### config.mk
export PLATFORM = sky130hd
export DESIGN_NAME = attr_value_line_tokenizer
export DESIGN_NICKNAME = d
export VERILOG_FILES = /design/src/sv/avlt_pkg.sv /design/src/sv/attr_value_line_tokenizer.sv /design/src/sv/avlt_step.sv
export SDC_FILE = /design/constraint.sdc
export NUM_CORES = 1
export LEC_CHECK = 0
export ABC_AREA = 0
export BUFFER_PORTS_ARGS = -buffer_cell sky130_fd_sc_hd__buf_2
export CELL_PAD_IN_SITES_DETAIL_PLACEMENT = 0
export CELL_PAD_IN_SITES_GLOBAL_PLACEMENT = 1
export CORE_ASPECT_RATIO = 1.2
export CORE_MARGIN = 2
export CORE_UTILIZATION = 40
export CTS_CLUSTER_DIAMETER = 100
export DETAILED_ROUTE_END_ITERATION = 10
export GPL_TIMING_DRIVEN = 0
export PLACE_DENSITY_LB_ADDON = 0.1
export RECOVER_POWER = 100
export SLEW_MARGIN = 5
export SYNTH_ARGS = -nofsm -noshare
export SYNTH_HDL_FRONTEND = slang
export SYNTH_SLANG_ARGS = --single-unit
### constraint.sdc
create_clock -name i_clk -period 2.47 [get_ports i_clk]
set_input_delay 0.3705 -clock i_clk [delete_from_list [all_inputs] [get_ports i_clk]]
set_output_delay 0.3705 -clock i_clk [all_outputs]
set_load 0.03 [all_outputs]
### src/sv/avlt_pkg.sv
// Types, character codes and helpers shared by the attribute/value line tokenizer
package avlt_pkg;

    localparam logic [7:0] CH_HASH  = 8'h23;
    localparam logic [7:0] CH_NL    = 8'h0A;
    localparam logic [7:0] CH_EQ    = 8'h3D;
    localparam logic [7:0] CH_QUOTE = 8'h22;
    localparam logic [7:0] CH_SPACE = 8'h20;
    localparam logic [7:0] CH_TAB   = 8'h09;
    localparam logic [7:0] CH_CR    = 8'h0D;

    localparam logic [5:0] ATTR_MAX_RESET = 6'd31;
    localparam logic [7:0] COUNT_MAX      = 8'd255;

    localparam logic [1:0] ROLE_IGNORED   = 2'd0;
    localparam logic [1:0] ROLE_ATTR_KEPT = 2'd1;
    localparam logic [1:0] ROLE_ATTR_TRUNC = 2'd2;
    localparam logic [1:0] ROLE_VALUE     = 2'd3;

    typedef enum logic [2:0] {
        PH_BETWEEN    = 3'd0,
        PH_ATTR       = 3'd1,
        PH_AFTER_ATTR = 3'd2,
        PH_EQ         = 3'd3,
        PH_BARE       = 3'd4,
        PH_QUOTED     = 3'd5,
        PH_COMMENT    = 3'd6
    } t_phase;

    typedef struct packed {
        t_phase     phase;
        logic [5:0] attr_len;
        logic [7:0] tuples;
    } t_state;

    typedef struct packed {
        logic [1:0] role;
        logic       tuple_end;
        logic       tuple_has_value;
        logic       line_end;
        logic [7:0] tuple_count;
    } t_result;

    function automatic logic is_white(input logic [7:0] c);
        return (c == CH_SPACE) || (c == CH_TAB) || (c == CH_CR);
    endfunction

endpackage

### src/sv/attr_value_line_tokenizer.sv
// Top level: input register, per-byte classifier and result register of the line tokenizer
// A byte in the input register moves to the result register when that one is empty or being read.
// One byte per cycle unless stalled; parse state updates as each byte enters the result register.
// Output stall holds the result register, then the input register, then deasserts o_in_ready.
// Reset (i_rst_n low, synchronous) empties both registers, sets the phase to between tuples,
// clears the attribute length and tuple count, and sets the attribute cap to 31.
module attr_value_line_tokenizer (
    input  logic       i_clk,
    input  logic       i_rst_n,
    input  logic       i_cfg_we,
    input  logic [5:0] i_cfg_wdata,
    input  logic       i_in_valid,
    output logic       o_in_ready,
    input  logic [7:0] i_in_byte,
    output logic       o_out_valid,
    input  logic       i_out_ready,
    output logic [7:0] o_out_byte,
    output logic [1:0] o_role,
    output logic       o_tuple_end,
    output logic       o_tuple_has_value,
    output logic       o_line_end,
    output logic [7:0] o_tuple_count
);
    import avlt_pkg::*;

    logic [5:0] r_attr_max_len;
    logic       r_in_valid;
    logic [7:0] r_in_byte;
    logic       r_out_valid;
    logic [7:0] r_out_byte;
    t_result    r_out;
    t_state     r_state;
    t_state     n_state;
    t_result    n_out;
    logic       advance;

    avlt_step u_step (
        .i_byte     (r_in_byte),
        .i_attr_max (r_attr_max_len),
        .i_state    (r_state),
        .o_state    (n_state),
        .o_result   (n_out)
    );

    assign advance    = r_in_valid && (!r_out_valid || i_out_ready);
    assign o_in_ready = !r_in_valid || advance;

    always_ff @(posedge i_clk) begin
        if (!i_rst_n) begin
            r_attr_max_len <= ATTR_MAX_RESET;
        end else if (i_cfg_we) begin
            r_attr_max_len <= i_cfg_wdata;
        end
    end

    always_ff @(posedge i_clk) begin
        if (!i_rst_n) begin
            r_in_valid <= 1'b0;
        end else if (o_in_ready) begin
            r_in_valid <= i_in_valid;
        end
    end

    always_ff @(posedge i_clk) begin
        if (i_in_valid && o_in_ready) begin
            r_in_byte <= i_in_byte;
        end
    end

    always_ff @(posedge i_clk) begin
        if (!i_rst_n) begin
            r_out_valid    <= 1'b0;
            r_state.phase  <= PH_BETWEEN;
            r_state.attr_len <= '0;
            r_state.tuples <= '0;
        end else begin
            if (advance) begin
                r_out_valid <= 1'b1;
                r_state     <= n_state;
            end else if (i_out_ready) begin
                r_out_valid <= 1'b0;
            end
        end
    end

    always_ff @(posedge i_clk) begin
        if (advance) begin
            r_out_byte <= r_in_byte;
            r_out      <= n_out;
        end
    end

    assign o_out_valid       = r_out_valid;
    assign o_out_byte        = r_out_byte;
    assign o_role            = r_out.role;
    assign o_tuple_end       = r_out.tuple_end;
    assign o_tuple_has_value = r_out.tuple_has_value;
    assign o_line_end        = r_out.line_end;
    assign o_tuple_count     = r_out.tuple_count;

    a_count_only_at_line_end: assert property (@(posedge i_clk) disable iff (!i_rst_n)
        (o_out_valid && !o_line_end) |-> (o_tuple_count == 8'd0))
        else $error("tuple count without line end");

    a_value_only_at_tuple_end: assert property (@(posedge i_clk) disable iff (!i_rst_n)
        (o_out_valid && o_tuple_has_value) |-> o_tuple_end)
        else $error("has-value flag without tuple end");

    a_newline_ignored: assert property (@(posedge i_clk) disable iff (!i_rst_n)
        (o_out_valid && o_line_end) |-> (o_role == ROLE_IGNORED && o_out_byte == CH_NL))
        else $error("line end on a byte that is not an ignored newline");

    a_drain_empties: assert property (@(posedge i_clk) disable iff (!i_rst_n)
        (o_out_valid && i_out_ready && !r_in_valid) |=> !o_out_valid)
        else $error("result repeated after transaction");

endmodule

### src/sv/avlt_step.sv
// Per-byte classifier: next parse state and result fields from current state and byte
module avlt_step (
    input  logic [7:0]       i_byte,
    input  logic [5:0]       i_attr_max,
    input  avlt_pkg::t_state i_state,
    output avlt_pkg::t_state o_state,
    output avlt_pkg::t_result o_result
);
    import avlt_pkg::*;

    logic       attr_fits;
    logic [5:0] attr_len_inc;
    logic [1:0] attr_role;
    logic [5:0] attr_len_next;
    logic       tend;
    logic       tval;
    logic [1:0] role;
    t_phase     phase_next;
    logic [5:0] len_next;
    logic [7:0] tuples_inc;

    assign attr_fits     = i_state.attr_len < i_attr_max;
    assign attr_len_inc  = i_state.attr_len + 6'd1;
    assign attr_role     = attr_fits ? ROLE_ATTR_KEPT : ROLE_ATTR_TRUNC;
    assign attr_len_next = attr_fits ? attr_len_inc : i_state.attr_len;

    always_comb begin
        tend       = 1'b0;
        tval       = 1'b0;
        role       = ROLE_IGNORED;
        phase_next = i_state.phase;
        len_next   = i_state.attr_len;
        if (i_byte == CH_NL) begin
            case (i_state.phase)
                PH_ATTR, PH_AFTER_ATTR: begin
                    tend = 1'b1;
                end
                PH_EQ, PH_BARE, PH_QUOTED: begin
                    tend = 1'b1;
                    tval = 1'b1;
                end
                default: begin
                end
            endcase
            phase_next = PH_BETWEEN;
            len_next   = '0;
        end else begin
            case (i_state.phase)
                PH_ATTR: begin
                    if (i_byte == CH_EQ) begin
                        phase_next = PH_EQ;
                    end else if (is_white(i_byte)) begin
                        phase_next = PH_AFTER_ATTR;
                    end else begin
                        role     = attr_role;
                        len_next = attr_len_next;
                    end
                end
                PH_AFTER_ATTR: begin
                    if (is_white(i_byte)) begin
                        phase_next = PH_AFTER_ATTR;
                    end else if (i_byte == CH_EQ) begin
                        phase_next = PH_EQ;
                    end else begin
                        tend = 1'b1;
                        if (i_byte == CH_HASH) begin
                            phase_next = PH_COMMENT;
                        end else begin
                            // new tuple starts on this byte; length restarts at zero
                            len_next = '0;
                            if (i_byte == CH_EQ) begin
                                phase_next = PH_EQ;
                            end else begin
                                phase_next = PH_ATTR;
                                role       = (i_attr_max != 6'd0) ? ROLE_ATTR_KEPT
                                                                  : ROLE_ATTR_TRUNC;
                                len_next   = (i_attr_max != 6'd0) ? 6'd1 : 6'd0;
                            end
                        end
                    end
                end
                PH_EQ: begin
                    if (i_byte == CH_QUOTE) begin
                        phase_next = PH_QUOTED;
                    end else if (i_byte == CH_HASH) begin
                        tend       = 1'b1;
                        tval       = 1'b1;
                        phase_next = PH_COMMENT;
                    end else if (is_white(i_byte)) begin
                        tend       = 1'b1;
                        tval       = 1'b1;
                        phase_next = PH_BETWEEN;
                    end else begin
                        role       = ROLE_VALUE;
                        phase_next = PH_BARE;
                    end
                end
                PH_BARE: begin
                    if (is_white(i_byte)) begin
                        tend       = 1'b1;
                        tval       = 1'b1;
                        phase_next = PH_BETWEEN;
                    end else begin
                        role = ROLE_VALUE;
                    end
                end
                PH_QUOTED: begin
                    if (i_byte == CH_QUOTE) begin
                        tend       = 1'b1;
                        tval       = 1'b1;
                        phase_next = PH_BETWEEN;
                    end else begin
                        role = ROLE_VALUE;
                    end
                end
                PH_COMMENT: begin
                    phase_next = PH_COMMENT;
                end
                default: begin
                    if (is_white(i_byte)) begin
                        phase_next = PH_BETWEEN;
                    end else if (i_byte == CH_HASH) begin
                        phase_next = PH_COMMENT;
                    end else begin
                        len_next = '0;
                        if (i_byte == CH_EQ) begin
                            phase_next = PH_EQ;
                        end else begin
                            phase_next = PH_ATTR;
                            role       = (i_attr_max != 6'd0) ? ROLE_ATTR_KEPT
                                                              : ROLE_ATTR_TRUNC;
                            len_next   = (i_attr_max != 6'd0) ? 6'd1 : 6'd0;
                        end
                    end
                end
            endcase
        end
    end

    assign tuples_inc = (tend && (i_state.tuples != COUNT_MAX)) ?
                        i_state.tuples + 8'd1 : i_state.tuples;

    assign o_state.phase    = phase_next;
    assign o_state.attr_len = len_next;
    assign o_state.tuples   = (i_byte == CH_NL) ? 8'd0 : tuples_inc;

    assign o_result.role            = role;
    assign o_result.tuple_end       = tend;
    assign o_result.tuple_has_value = tval;
    assign o_result.line_end        = (i_byte == CH_NL);
    assign o_result.tuple_count     = (i_byte == CH_NL) ? tuples_inc : 8'd0;

endmodule

; ---- Yosys cells after proc, flatten, opt, wreduce, memory -nomap -nowiden
; Index checks and enable logic that the tools add are counted.
[op_classes]
addsub = 2
n_mul = 0
div_mod_pow = 0
n_lt_le_gt_ge = 1
n_eq_ne = 24
shifts = 0
mux = 58
n_bitwise = 0
n_reduce_logical = 16
[op_table]
columns = operator, count
row1 = 2-to-1 mux 6 bit, 10
row2 = 2-to-1 mux 3 bit, 13
row3 = equality test 8 x 6 -> 1 bit (second input constant), 4
row4 = 2-to-1 mux 2 bit, 15
row5 = equality test 8 x 4 -> 1 bit (second input constant), 3
row6 = case mux 3 bit (6 select lines), 1
row7 = case mux 6 bit (3 select lines), 1
row8 = 2-to-1 mux 8 bit, 2
row9 = 2-to-1 mux 1 bit, 13
row10 = inequality test 3 bit (second input constant), 4
row11 = case mux 2 bit (6 select lines), 1
row12 = equality test 3 bit (second input constant), 3
row13 = inequality test 3 x 2 -> 1 bit (second input constant), 3
row14 = adder 8 x 1 -> 8 bit (second input constant), 1
row15 = inequality test 8 bit (second input constant), 1
row16 = AND reduction 8 bit, 1
row17 = adder 6 x 1 -> 6 bit (second input constant), 1
row18 = equality test 3 x 2 -> 1 bit (second input constant), 2
row19 = less-than comparator 6 bit, 1
row20 = nonzero test 6 bit, 1
row21 = OR reduction 5 bit, 1
row22 = logical OR 1 bit, 4
row23 = inequality test 4 x 2 -> 1 bit (second input constant), 1
row24 = case mux 1 bit (4 select lines), 1
row25 = other kinds (10), 13
[word_totals]
register_bits = 54
latchBits = 0
mem_bits_rw = 0
rom_bits = 0
inputBits = 19
output_inout_bits = 23
elab_cells = 114
n_memories = 0

; ---- Logic depth before layout (Yosys ltp)
[depth]
ltp_word = 11
mapped_depth = 8
depth_no_buf = 8

; ---- Hierarchy
; Synthesis repeated with hierarchy kept, for this count alone.
[unflattened]
cells_unflattened = 346
hier_area_um2 = 3235.6
[by_module_without_submodules]
columns = mod, n_inst, cells_each, area_per_inst_um2, seq_area_each_um2
row1 = attr_value_line_tokenizer, 1, 132, 1856.8, 1371.3
row2 = avlt_step, 1, 214, 1378.8, 0.0

; ---- Worst setup path after synthesis
; OpenSTA, ideal clock, no wires.
[synth_timing]
kind = reg2reg
from = register r_out_valid (netlist: o_out_valid)
to = register r_state[13] (netlist bit)
setup_ns = 0.075
t_arrival_ns = 2.364
t_required_ns = 2.395
setup_slack_ns = 0.031
stages_incl_launch_ff = 8
path_buffers = 1
synth_period_minus_slack_ns = 2.439
path_cell_list = dfxtp_1 -> nor2b_1 -> nand2b_1 -> clkbuf_1 -> inv_1 -> a22oi_1 -> or4_1 -> o22ai_1
[synth_between]
elab_chain_len = 4
[synth_rtl]
columns = element, line
row1 = from (decl), attr_value_line_tokenizer.sv:29  ; logic r_out_valid;
row2 = from (signal assigned), attr_value_line_tokenizer.sv:72  ; r_out_valid <= 1'b0;
row3 = from (signal assigned), attr_value_line_tokenizer.sv:78  ; r_out_valid <= 1'b1;
row4 = from (signal assigned), attr_value_line_tokenizer.sv:81  ; r_out_valid <= 1'b0;
row5 = logical NOT 1 bit, attr_value_line_tokenizer.sv:45  ; assign advance = r_in_valid && (!r_out_valid || i_out_ready);
row6 = logical OR 1 bit, attr_value_line_tokenizer.sv:45
row7 = logical AND 1 bit, attr_value_line_tokenizer.sv:45
row8 = net advance, attr_value_line_tokenizer.sv:35  ; logic advance;
row9 = AND reduction 8 bit (no source line), n/a
row10 = to (signal assigned), attr_value_line_tokenizer.sv:79  ; r_state <= n_state;
row11 = to (decl), attr_value_line_tokenizer.sv:32  ; t_state r_state;
; The timed path passes the listed nets, and every way through them passes these cells.
; A chain may end at the register's enable or synchronous reset.

; ---- Final worst setup path
[layout_timing]
from = register r_in_byte[3]
to = register r_state[7] (netlist bit)
[layout_between]
elab_chain_len = 11
elab_cells_between_ends = 20
cone_classes = 7 x eq/ne / 10 x mux / 3 x reduce/logical
[layout_rtl]
columns = element, line
row1 = from (decl), attr_value_line_tokenizer.sv:28  ; logic [7:0] r_in_byte;
row2 = from (signal assigned), attr_value_line_tokenizer.sv:66  ; r_in_byte <= i_in_byte;
row3 = equality test 8 x 6 -> 1 bit or equality test 8 x 4 -> 1 bit (tied branches), avlt_pkg.sv:45  ; return (c == CH_SPACE) || (c == CH_TAB) || (c == CH_CR);
row4 = logical OR 1 bit (2 in series), avlt_pkg.sv:45
row5 = 2-to-1 mux 1 bit, "avlt_step.sv:89, avlt_step.sv:99"
row6 = 2-to-1 mux 1 bit, avlt_step.sv:85  ; end else if (i_byte == CH_HASH) begin
row7 = 2-to-1 mux 1 bit, avlt_step.sv:83  ; if (i_byte == CH_QUOTE) begin
row8 = case mux 1 bit (4 select lines), avlt_step.sv:48  ; case (i_state.phase)
row9 = 2-to-1 mux 1 bit, avlt_step.sv:33  ; if (i_byte == CH_NL) begin
row10 = logical AND 1 bit, avlt_step.sv:140  ; assign tuples_inc = (tend && (i_state.tuples != COUNT_MAX)) ?
row11 = 2-to-1 mux 8 bit, avlt_step.sv:140
row12 = 2-to-1 mux 8 bit *, avlt_step.sv:145  ; assign o_state.tuples = (i_byte == CH_NL) ? 8'd0 : tuples_inc;
; Every way passes the cells marked *; elsewhere a longest branch is shown, timed or not.

==> metrics.md <==
| Metric | Value |
|---|---|
| CTS Root Cell | clkbuf_8 |
| Cell area after technology mapping | ~3000 um2 |
| Static power due to leakage | between 1 and 1.5 nW |
| Leading post-synthesis cells by cell area | edfxtp_1, dfxtp_1, a21oi_1 |
| RSZ-0062 raised after global routing | yes |
| Sum of negative setup slack | -0.09466 ns |
| Number of setup violations in the final report | 5 |
| Violation count after the first detailed-route iteration | ~180 |
| Die Footprint | just over 8000 um2 |
| Total clock buffers created by CTS | 5 |
| First-pass GRT wire length | roughly 13,000 um |
| Ratio of final minimum period to clock period | 1.020 |
| Source-to-sink clock delay at the later pin of the worst-skew pair | a little over 0.3 ns |
| Sum of overflow across all layers after global routing | 0 |
| HPWL Detailed | around 5100 um |
| CP Max Fanout | 7 |
| Warning count from the yosys run | 0 |
| Wirelength, routed | ~8000 um |
| Post-synthesis to final-layout area growth | 29.58% |
| Buffers from clock root to sink, at most | 2 |
| Kind of start point of the critical path | flop |
| Most used standard cell by instance count after synthesis | edfxtp_1 |
| Overall via count from detail_route | 2,728 |
| Layout cell share with drive strength beyond 1 | 0.2615 |
| WL/cell | about 17 um |
| Pins over their slew limit | 0 |
| Fraction of synthesized cell area in xor and xnor cells | 0 |
| Violations in the final reports | negative setup slack |
| Vias per inst | between 5 and 6 |
| Max H-tree Level | 2 |
| Result of the run | finished with violations |
| Total DRC errors in the routed layout | 0 |
| Initial cell density of the core | 0.4100 |
| Combinational family with the most area after synthesis | compound AO/OA/AOI/OAI gates |
| Antenna Cells | 0 |
| Worst rel slew slack | 0.3963 |
| Y dimension of the die | roughly 98 um |
| Synthesis-stage register bit count | 54 |
| Multiplexer area fraction after synthesis | 0.01899 |
| Commonest cells post-synth | edfxtp_1, nand2_1, a21oi_1, dfxtp_1, nor2_1 |
| Classification of the worst-slack hold path | primary input to flop |
| Number of violations of the max-capacitance limit | 0 |
| Share of synthesized area occupied by flip-flops and latches | 0.4624 |
| Summed area of non-filler cells in the final layout | approximately 3800 um2 |
| Avg Cell Area, Syn | 9.659 um2 |
| # rows | 34 |
| Worst Max-Slew Pin Slew | between 0.8 and 0.9 ns |
| Fraction of the mapped netlist area in adder cells | 0.02954 |
| WP data arrival | around 2.8 ns |
| Maximum vdd drop | 0.2599 mV |
| Worst setup slack before clock tree synthesis | -0.5922 ns |
| Number of iterations in the first detailed-routing pass | 4 |
| PortBufs | 39 |
| Fraction of post-synthesis cell area in the top cell type by area | 0.2937 |
| Most used flip-flop cell after synthesis | edfxtp_1 |
| Clock-pin slew reported for the worst setup and hold paths after clock tree synthesis | about 0.1 ns |
| CTS Sinks | between 50 and 60 |
| Number of routed nets with antenna violations | 0 |
| Boundary Pins | between 40 and 50 |
| Area leader, netlist | edfxtp_1 |
| Worst slack on hold paths | 0.2273 ns |
| CORE AREA | around 7200 um2 |
| Complex-gate fraction of the synthesized area | 0.2245 |
| Final total power | about 1.8 mW |
| Synth Instances | between 300 and 400 |
| Initial antenna violation count | 0 |
| TritonCTS clock tree | done |
| FMAX | between 300 and 400 MHz |
| Final period demand of the worst path | about 2.5 ns |
| CP endpoint kind | flop |
| Via count of the first global-routing pass | 2,652 |
| Overall track demand over capacity in global routing | 0.2057 |
| Post-synthesis cell type count | 59 |
| Power Density | 455.9 nW/um2 |
| Number of buffers added to fix hold violations after cts | 0 |
| Final Hold Viols | 0 |
| Number of synthesized flops with an enable pin | 29 |
| Clk_skew | approximately 0.011 ns |
| Maximum number of pins on one net before global-route repair | 18 |
| Count of nets after finishing | ~420 |
| PnR worst setup slack | -0.04972 ns |
| Critical path required time | approximately 2.7 ns |
| CP Class | flop to flop |
| Post-Place Cell Area | 3273 um2 |
| Floorplan die width | about 83 um |
| Share of synthesized registers carrying an async set or reset | 0 |
| Area share of and/or/nand/nor cells after synthesis | 0.2236 |
| Synth Net Count | 333 |
| Gpl congestion | approximately 0.86 |
## cell usage in the layout (no fill, tap or decap), types with 7 or more instances in the layout
cell / Yosys / final
nand4_1: 7 / 7
a21oi_1: 25 / 22
nand3_1: 13 / 10
clkbuf_1: 15 / 38
o21ai_0: 16 / 15
nor2_1: 20 / 19
a31oi_1: 8 / 8
dfxtp_1: 25 / 25
buf_6: 0 / 10
edfxtp_1: 29 / 29
o211ai_1: 10 / 10
buf_2: 1 / 17
inv_1: 12 / 11
nand2_1: 27 / 26
buf_4: 1 / 23
ha_1: 7 / 7
## logic make-up (layout without fill, tap and decap cells)
kind of cell             Yosys count  in the layout
AO/OA/AOI/OAI                     97             97
adder cells (fa/ha/maj)            7              7
buffers and inverters             31            114
flip-flops                        54             54
multiplexers                       5              5
AND/OR/NAND/NOR                  113            113
## metal layers
layer	wire, um	vias up	part of all wire	GRT usage
met5	0	-	0	0
met4	108	0	0.013	0.04540
met3	392	12	0.049	0.02957
met2	3973	80	0.50	0.3375
met1	3537	1285	0.44	0.2855
li1	-	1351	-	-
## cell type report
| type | instances | area [um2] |
|---|---|---|
| flip-flops and latches | 54 | 1371 |
| fillers | 688 | 3390 |
| well taps | 90 | 112.6 |
| multi-input cells | 222 | 1663 |
| inverters | 14 | 56.30 |
| plain buffers | 17 | 81.33 |
| clock buffers | 6 | 72.57 |
| repair inverters | 1 | 7.507 |
| clock inverters | 2 | 13.76 |
| repair buffers | 74 | 464.2 |
## stage by stage
stage / instances / utilization
2_1_floorplan: 307 / -
3_3_place_gp: 436 / 0.4526
3_5_place_dp: 436 / 0.4526
4_1_cts: 468 / 0.5042
5_1_grt: 480 / 0.5313
6_report: 480 / 0.5313
## what timing repair did
item | in CTS | in global routing
endpoints found under the setup margin | 26 | 25
gates resized for setup | 18 | 35
endpoints found under the hold margin | 0 | 0
buffers inserted | 23 | 11
pin swaps | 9 | 23
gates cloned | 1 | 1
## path summary, 6_finish.rpt
check                     from  cells past startpoint  slack (ns)            to
setup reg to reg  r_in_byte[3]                      8       -0.05    r_state[7]
setup / recovery  r_in_byte[3]                      8       -0.05    r_state[7]
hold / removal    i_in_byte[6]                      1        0.23  r_in_byte[6]
hold reg to reg    r_state[13]                      2        0.50   r_state[13]
## state kept, by name, summed over array words and instances (netlist names), 2 cells and up
signal          count
o_tuple_count       8
r_in_byte           8
r_state            17
r_attr_max_len      6
o_out_byte          8
o_role              2
## where the power goes
part / total, mW / switching [mW] / leakage, nW / internal (mW)
sequential: 1.01 / 0.0277 / 0.480 / 0.981
combinational: 0.237 / 0.147 / 0.833 / 0.0899
clock: 0.506 / 0.304 / 0.0417 / 0.202
## worst max-delay path, cell delays in order (launching register included)
cell	delay (ns)
edfxtp_1	0.46
buf_6	0.17
nor4b_4	0.37
nand4_4	0.17
a221oi_4	0.34
o31ai_4	0.18
buf_6	0.16
or4_4	0.46
a31oi_1	0.13
(Power assumes the default switching activity.)
